**src/sv/mvm_pkg.sv**
```systemverilog
// Shared types and constants for the matrix-vector multiply unit.
package mvm_pkg;

  localparam int unsigned ElemW     = 16;
  localparam int unsigned Elems     = 4;
  localparam int unsigned IdxW      = 8;
  localparam int unsigned StoreSlots = 256;
  localparam int unsigned WordW     = ElemW * Elems;
  localparam int unsigned ProdW     = 2 * ElemW;
  localparam int unsigned ChunkW    = ProdW + 2;
  localparam int unsigned SumW      = 48;
  localparam int unsigned RowW      = 10;

  localparam logic ReqLoad = 1'b0;
  localparam logic ReqMult = 1'b1;

  localparam logic signed [SumW-1:0] SumMax = {1'b0, {(SumW-1){1'b1}}};
  localparam logic signed [SumW-1:0] SumMin = {1'b1, {(SumW-1){1'b0}}};

  typedef logic signed [ElemW-1:0] elem_t;
  typedef logic signed [ProdW-1:0] prod_t;
  typedef logic signed [SumW-1:0]  sum_t;
  typedef logic [IdxW-1:0]         idx_t;
  typedef logic [RowW-1:0]         row_t;
  typedef logic [WordW-1:0]        word_t;

  typedef struct packed {
    logic adv;
    logic load;
    logic mult;
    logic row_end;
  } merge_ctrl_t;

endpackage

```
**src/sv/mvm_lane.sv**
```systemverilog
// One multiply lane: registered product of a matrix element and a vector element.
module mvm_lane (
  input  logic          clk_i,
  input  logic          en_i,
  input  logic          use_i,
  input  mvm_pkg::elem_t a_i,
  input  mvm_pkg::elem_t b_i,
  output mvm_pkg::prod_t prod_o
);
  import mvm_pkg::*;

  prod_t prod_q;

  always_ff @(posedge clk_i) begin
    if (en_i) begin
      prod_q <= use_i ? prod_t'(a_i) * prod_t'(b_i) : '0;
    end
  end

  assign prod_o = prod_q;

endmodule

```
**config.mk**
```make
export PLATFORM = sky130hd
export DESIGN_NAME = mvm_lane
export DESIGN_NICKNAME = d
export VERILOG_FILES = /design/src/sv/mvm_pkg.sv /design/src/sv/mvm_lane.sv
export SDC_FILE = /design/constraint.sdc
export NUM_CORES = 1
export LEC_CHECK = 0
export BUFFER_PORTS_ARGS = -buffer_cell sky130_fd_sc_hd__buf_2
export CORE_MARGIN = 3
export CORE_UTILIZATION = 40
export CTS_CLUSTER_SIZE = 28
export DETAILED_ROUTE_END_ITERATION = 8
export PLACE_DENSITY = 0.57
export SYNTH_ARGS = -nofsm -noshare
export SYNTH_HDL_FRONTEND = slang
export SYNTH_SLANG_ARGS = --single-unit
export TNS_END_PERCENT = 10
```
**constraint.sdc**
```tcl
create_clock -name clk_i -period 6.5 [get_ports clk_i]
set_input_delay 1.3 -clock clk_i [delete_from_list [all_inputs] [get_ports clk_i]]
set_output_delay 1.3 -clock clk_i [all_outputs]
set_load 0.01 [all_outputs]
```
==> flow_summary_export.csv <==
group,metric,value,unit
finish,final_area,0.0131,mm^2
synth,synthArstFlopShare,0,%
place,place_area,0.0127,mm^2
clocking,numCtsBuffers,5,
synth,synth-seq-cells,32,
clocking,holdBufCountCts,0,
worst_setup_path,setup.worst_path.start_class,"input pin",
global_routing,grt_max_degree,37,
sta,finalSetupViolCount,2,
die,rows,59,
finish,largest_reg_flops,32,
global_routing,grt.total_usage,18.3,%
sta,period_needed,6.52,ns
clocking,clockRootBuffer,"clkbuf_16",
sta,finalMaxSlewViolations,0,
worst_setup_path,cp.arrival,6.55,ns
synth,seq_area_frac_synth,8.77,%
run_status,violations,"negative setup slack",
sta,relSlewSlack,50.6,%
synth,syn_area_per_cell,9.67,um^2
finish,fillerInstances,2519,
place,globalplace.congestion,0.825,
die,fp.dieArea,0.0294,mm^2
flow_run,drv_cap,0,
place,pre_cts_slack,-0.422,ns
synth,synth_area,0.0110,mm^2
clocking,htreeDepth,2,
worst_setup_path,path_max_fanout,9,
sta,hold-worst-slack,1.60,ns
die,core,0.0265,mm^2
route,drc,0,
route,num_vias,7850,
route,avgViaCountPerCell,4.77,
worst_setup_path,crit_required,6.53,ns
route,ant_nets,0,
place,dpl.hpwl,21.9,mm
synth,synth_fp_nets,1512,
worst_setup_path,crit_start,"b_i[1]",
sta,setup-tns-final,-0.0274,ns
worst_setup_path,worst_setup_path_end_kind,"register",
worst_setup_path,slowest_delay,0.57,ns
sta,worst_pin_slew,0.741,ns
route,drt_iter0_drc,191,
finish,layout_common_cells,"285 x inv_1, 259 x fa_1, 147 x buf_4, 143 x and2_1, 127 x nand2_1",
global_routing,grt_first_pass_wirelength,42.8,mm
die,start_util,41.3,%
worst_setup_path,cp_common_cell,"fa_1",
synth,synthCells,1133,
clocking,cts_sinks,32,
finish,areaGrowthSynthToFinish,19.3,%
worst_setup_path,worstSetupPathType,"in -> reg",
global_routing,antenna_found_initial,0,
sta,max_freq,0.153,GHz
run_status,outcome,"complete, but fails checks",
synth,synth_warnings,0,
finish,antenna_cells,0,
route,wl,24.1,mm
route,drt_first_pass_iters,5,
clocking,cts_buffer_depth,2,
sta,final_hold_viol_count,0,
finish,layout_commonest_cell,"inv_1",
global_routing,grt_overflow,0,
worst_setup_path,crit_chain,"clkbuf_4 -> buf_4 -> and2_1 -> fa_1 -> fa_1 -> ha_1 -> inv_1 -> fa_1 -> fa_1 -> fa_1 -> inv_1 -> ha_1 -> o211ai_1 -> a21boi_2 -> a2111oi_4 -> o31ai_2 -> buf_4 -> a21o_1 -> a31oi_2 -> xnor2_1 -> and2_1",
clocking,tritoncts,"yes",
route,wl_per_cell,14.7,um
finish,final_layout_size_suffix_gt1_share,19.6,%
worst_hold_path,min-delay-start,"b_i[0]",
finish,num-nets-final,1687,
worst_setup_path,cp_slowest_cell,"fa_1",
synth,synthFlopType,"edfxtp_1",
sta,worst_slack,-0.0242,ns
global_routing,first_global_vias,9071,
sta,rsz0062_at_grt,"yes",
die,fp.dieW,171,um
place,portBuffers,66,
die,die_y,171,um
sta,final.period_utilization,100,%
worst_hold_path,hp-class,"in -> reg",
synth,synth_cell_types,48,
synth,synth_edf_count,32,
die,io_pins,67,
clocking,path_clk_slew,0.05,ns
==> cells in the mapped netlist, types with 2 or more instances <==
cell / number / share of area, %
a21boi_2: 2 / 0.21
a31o_1: 2 / 0.16
nand4_1: 3 / 0.17
xnor2_1: 21 / 1.7
a21oi_1: 24 / 1.1
a21o_1: 10 / 0.69
xor2_1: 7 / 0.56
o21a_1: 3 / 0.21
nor2b_1: 3 / 0.17
or3_1: 4 / 0.23
edfxtp_1: 32 / 8.8
o211ai_1: 3 / 0.21
o31ai_1: 3 / 0.21
ha_1: 82 / 9.4
a211oi_1: 2 / 0.14
nand2_1: 129 / 4.4
a31oi_1: 2 / 0.11
fa_1: 262 / 48
and3_1: 5 / 0.29
mux2i_1: 3 / 0.27
and2_1: 144 / 8.2
inv_1: 287 / 9.8
o21ai_0: 8 / 0.37
clkbuf_1: 34 / 1.2
nor2_1: 18 / 0.62
o21ai_1: 5 / 0.23
a21boi_1: 3 / 0.21
nand2b_1: 12 / 0.69
==> final timing paths <==
kind,end,slack [ns],cells past startpoint
setup / recovery,prod_o[31],-0.02,21
hold / removal,prod_o[0],1.60,2
==> cell type report <==
class,count,area [um^2],area share [%]
Clock buffer,5,125,0.957
Tap cell,335,419,3.21
Multi-Input combinational cell,779,9010,68.9
Sequential cell,32,961,7.35
Timing Repair Buffer,203,1440,11.0
Clock inverter,3,37.5,0.287
Inverter,287,1080,8.24
==> logic make-up after synthesis <==
family | Yosys count | synth area share, %
AO/OA/AOI/OAI | 78 | 5.00
XOR/XNOR | 28 | 2.24
adder cells (fa/ha/maj) | 344 | 57.2
buffers and inverters | 322 | 11.0
flip-flops | 32 | 8.77
multiplexers | 3 | 0.274
AND/OR/NAND/NOR | 326 | 15.4
==> metal layers <==
layer	GRT usage, %	vias to the layer above	share of wire, %
met5	0	-	0
met4	3.36	0	2.0
met3	1.68	28	1.8
met2	35.6	86	56
met1	22.0	4052	40
li1	-	3684	-
==> per-stage QoR <==
| step | std cells | util [%] |
|---|---|---|
| 2_1_floorplan | 1133 | - |
| 3_3_place_gp | 1635 | 48.0 |
| 3_5_place_dp | 1635 | 48.0 |
| 4_1_cts | 1643 | 48.9 |
| 5_1_grt | 1644 | 49.3 |
| 6_report | 1644 | 49.3 |
==> worst max-delay path, delay by kind of cell <==
kind	cells	cell delay [ns]
and+or+nand+nor	2	0.32
adders and majority gates	7	2.96
xor gates and xnor gates	1	0.08
buffers and inverters	5	0.58
AOI/OAI and AO/OA	6	1.30
==> what timing repair did <==
item | in CTS | in global routing
resized for setup | 19 | 27
pin swaps | 2 | 4
buffers inserted | 0 | 1
setup endpoints to repair | 12 | 15
Power is left out: the tool's default activity adds up to more than one toggle a clock period on the data nets, which glitch-free logic cannot reach.
