**src/sv/mvm_pkg.sv**
```systemverilog
// Shared types and constants for the matrix-vector multiply unit.
package mvm_pkg;

  localparam int unsigned ElemW     = 16;
  localparam int unsigned Elems     = 4;
  localparam int unsigned IdxW      = 8;
  localparam int unsigned StoreSlots = 256;
  localparam int unsigned WordW     = ElemW * Elems;
  localparam int unsigned ProdW     = 2 * ElemW;
  localparam int unsigned ChunkW    = ProdW + 2;
  localparam int unsigned SumW      = 48;
  localparam int unsigned RowW      = 10;

  localparam logic ReqLoad = 1'b0;
  localparam logic ReqMult = 1'b1;

  localparam logic signed [SumW-1:0] SumMax = {1'b0, {(SumW-1){1'b1}}};
  localparam logic signed [SumW-1:0] SumMin = {1'b1, {(SumW-1){1'b0}}};

  typedef logic signed [ElemW-1:0] elem_t;
  typedef logic signed [ProdW-1:0] prod_t;
  typedef logic signed [SumW-1:0]  sum_t;
  typedef logic [IdxW-1:0]         idx_t;
  typedef logic [RowW-1:0]         row_t;
  typedef logic [WordW-1:0]        word_t;

  typedef struct packed {
    logic adv;
    logic load;
    logic mult;
    logic row_end;
  } merge_ctrl_t;

endpackage

```
**src/sv/mvm_merge.sv**
```systemverilog
// Merging stage: sums the lane products into the saturating row accumulator.
module mvm_merge (
  input  logic                 clk_i,
  input  logic                 rst_ni,
  input  mvm_pkg::merge_ctrl_t ctrl_i,
  input  mvm_pkg::prod_t       prod_i [mvm_pkg::Elems],
  output mvm_pkg::row_t        row_index_o,
  output mvm_pkg::sum_t        row_sum_o
);
  import mvm_pkg::*;

  sum_t                     acc_q, acc_d;
  row_t                     cnt_q, cnt_d;
  logic signed [ChunkW-1:0] chunk;
  logic signed [SumW:0]     sum_wide;
  sum_t                     sat_val;

  always_comb begin
    chunk = '0;
    for (int k = 0; k < Elems; k++) begin
      chunk = chunk + ChunkW'(prod_i[k]);
    end
    sum_wide = (SumW+1)'(acc_q) + (SumW+1)'(chunk);
    if (sum_wide[SumW] != sum_wide[SumW-1]) begin
      sat_val = sum_wide[SumW] ? SumMin : SumMax;
    end else begin
      sat_val = sum_wide[SumW-1:0];
    end
  end

  always_comb begin
    acc_d = acc_q;
    cnt_d = cnt_q;
    if (ctrl_i.adv) begin
      if (ctrl_i.load) begin
        acc_d = '0;
        cnt_d = '0;
      end else if (ctrl_i.mult) begin
        if (ctrl_i.row_end) begin
          acc_d = '0;
          cnt_d = cnt_q + row_t'(1);
        end else begin
          acc_d = sat_val;
        end
      end
    end
  end

  always_ff @(posedge clk_i or negedge rst_ni) begin
    if (!rst_ni) begin
      acc_q <= '0;
      cnt_q <= '0;
    end else begin
      acc_q <= acc_d;
      cnt_q <= cnt_d;
    end
  end

  assign row_index_o = cnt_q;
  assign row_sum_o   = sat_val;

endmodule

```
**config.mk**
```make
export PLATFORM = sky130hd
export DESIGN_NAME = mvm_merge
export DESIGN_NICKNAME = d
export VERILOG_FILES = /design/src/sv/mvm_pkg.sv /design/src/sv/mvm_merge.sv
export SDC_FILE = /design/constraint.sdc
export NUM_CORES = 1
export LEC_CHECK = 0
export BUFFER_PORTS_ARGS = -buffer_cell sky130_fd_sc_hd__buf_2
export CAP_MARGIN = 20
export CORE_ASPECT_RATIO = 1.25
export CORE_MARGIN = 3
export CORE_UTILIZATION = 60
export CTS_BUF_LIST = sky130_fd_sc_hd__clkbuf_4
export DETAILED_ROUTE_END_ITERATION = 12
export PLACE_DENSITY = 0.86
export SLEW_MARGIN = 20
export SYNTH_ARGS = -nofsm -noshare
export SYNTH_HDL_FRONTEND = slang
export SYNTH_SLANG_ARGS = --single-unit
```
**constraint.sdc**
```tcl
create_clock -name clk_i -period 19.7 [get_ports clk_i]
set_input_delay 3.94 -clock clk_i [delete_from_list [all_inputs] [get_ports clk_i]]
set_output_delay 3.94 -clock clk_i [all_outputs]
set_load 0.02 [all_outputs]
```
==> metrics <==
PortBufs 191; vias 8280; final hold violations 0; RePlAce Congestion 0.930; Register Area 1450 sq um; crit start category primary input; # clock sinks 58; total routed wirelength 23500 um; Worst EP required 15.76 ns; max cap viols 0; CTS Buf Count 9; Ports 192; PostCTS Resize Cnt 0; largest net degree at the start of global routing 59; crit path time final 14.27 ns; Layout area overhead 14.0%; Die ar. 16300 sq um; post-placement cell area 9990 sq um; Setup Skew 0.0183 ns; Max Clock Freq 70.1 MHz; DR WL/cell 15.9 um; syn_area_per_cell 7.94 sq um; Slew headroom 25.4%; flop2flop setup slack 14.50 ns; Tightest Pin Transition 1.12 ns; CTS HTree Levels 3; Synth Flop Type dfrtp_1; unrepaired setup endpoints after global routing false; Die Height 142 um; CTS tree yes; starting density of the core 61.5%; Setup TNS 0 ns; Layout Nets 1585; cell count after synthesis 1121; Max FO, Critical Path 24; most frequent cells in the layout inv_1 (323), buf_2 (191), fa_1 (112), nor2_1 (92), a21oi_1 (69); Tcrit/Tclk final 72.4%; busiest metal layer after global routing met2; GR Overflow Total 0; Detailed Routing Iterations Pass 1 5; ys async rst share 100%; Fill cells 1149; arrival time worst endpoint 10.33 ns; GR Util met3 3.62%; Yosys reg bits 58; met2 Use GR 52.3%; outcome complete, no violations; drt drc 0; Tot GR Track Use 29.5%; Hold Crit Class flop to flop; via-per-instance ratio 5.62; # hold bufs at CTS 0; commonest non-fill, non-tap cell in the layout inv_1; Clock Latency Late Sink 0.47 ns; syn_nets 1417; CTS max path bufs 2; die width 115 um; initial drt markers 554; CTS clk-pin slew, worst paths 0.13 ns; Setup crit end kind primary output; GR Util met1 35.2%; first-pass GRT wire length 39000 um; Core Footprint 14500 sq um; root buffer cell clkbuf_4; sequential fraction of the synthesis area 16.3%; fraction of layout cells with a size suffix above 1 17.7%; Yosys cell types 64; Slew Limit Fails 0; vias in the first global route 8548; post-route design area 10200 sq um; ANT nets after route 0; multi-input logic area 6090 sq um; EDFF count, synth 0; Final Setup Violations 0; Rows 49; # Post-CTS Setup Buffers 0; Syn. warnings 0; initial antenna violation count 1; hold slack 0.517 ns; Synth Cell Area 8900 sq um; Setup CP Type primary input to primary output; post-DP HPWL 18700 um
## state kept, by name, indices dropped and copies added (netlist names)
name and flops:
acc_q 48, row_index_o 10
## worst paths after layout
path,end,start,cells past startpoint
setup / recovery,row_sum_o[28],prod_i[31],16
hold / removal,acc_q[0],acc_q[0],2
setup reg to reg,acc_q[14],acc_q[5],14
hold reg to reg,acc_q[0],acc_q[0],2
max in group asynchronous,acc_q[27],rst_ni,2
min in group asynchronous,row_index_o[9],rst_ni,2
## worst max-delay path, cell delays in order
cell,delay (ns)
buf_2,0.11
fa_1,0.52
fa_1,1.23
fa_1,0.56
ha_1,0.44
nand4_1,0.27
or2_2,0.36
o22ai_1,0.17
o22a_1,0.27
mux2_2,0.38
nor4_4,0.29
and3_1,0.94
buf_4,0.40
nor2_1,0.11
nor2_1,0.12
buf_2,0.19
## Yosys cell counts, drive strengths merged (5+ instances only)
| library cell | instances | area, sq um |
|---|---|---|
| buf | 11 | 56.3 |
| clkbuf | 31 | 118 |
| dfrtp | 58 | 1450 |
| a22oi | 5 | 37.5 |
| a22o | 5 | 43.8 |
| nand2 | 60 | 225 |
| nor2 | 92 | 345 |
| nor3 | 11 | 55.1 |
| o21bai | 13 | 97.6 |
| and2 | 5 | 31.3 |
| fa | 112 | 2240 |
| o211ai | 6 | 45.0 |
| a21oi | 70 | 354 |
| ha | 50 | 626 |
| xor2 | 21 | 184 |
| and3 | 6 | 37.5 |
| xnor2 | 26 | 228 |
| a21o | 11 | 82.6 |
| nand4 | 18 | 113 |
| inv | 323 | 1210 |
| maj3 | 19 | 190 |
| o22ai | 31 | 194 |
| o21ai | 52 | 260 |
| a31oi | 8 | 50.1 |
| nand3 | 14 | 75.1 |
| o31ai | 5 | 37.5 |
## cell families (layout without fill, tap and decap cells)
group / count (synthesis) / in the layout / share of synthesized area [%]
DFF: 58 / 58 / 16.3
other: 0 / 1 / 0
AOI/OAI and AO/OA: 238 / 238 / 17.0
muxes: 2 / 2 / 0.253
xor gates and xnor gates: 47 / 47 / 4.62
adders and majority gates: 181 / 181 / 34.3
and+or+nand+nor: 230 / 230 / 11.9
buffers and inverters: 365 / 538 / 15.6
## per-layer routing
metal / wire [um] / vias to the layer above
met5: 0 / -
met4: 1020 / 0
met3: 1470 / 82
met2: 11900 / 358
met1: 9070 / 3960
li1: - / 3880
## area by class of cell
class / instances / share of cell area (%)
multi-input combinational: 698 / 60.0
sequential: 58 / 14.3
inverter: 323 / 11.9
timing repair buffer: 199 / 10.0
tap: 178 / 2.19
clock inverter: 7 / 0.912
clock buffer: 9 / 0.666
antenna: 1 / 0.0246
## metrics by stage
step / utilization [%] / std cells / setup slack, ns
final: 70.2 / 1473 / 5.43
after global routing: 70.2 / 1473 / 5.17
after CTS: 70.1 / 1472 / 5.50
after detailed placement: 69.0 / 1456 / 5.53
after global placement: 69.0 / 1456 / 5.71
after floorplan: - / 1121 / 6.96
Power is not shown: default switching activity piles up to over one toggle a cycle in this logic, so the estimate is an artifact.
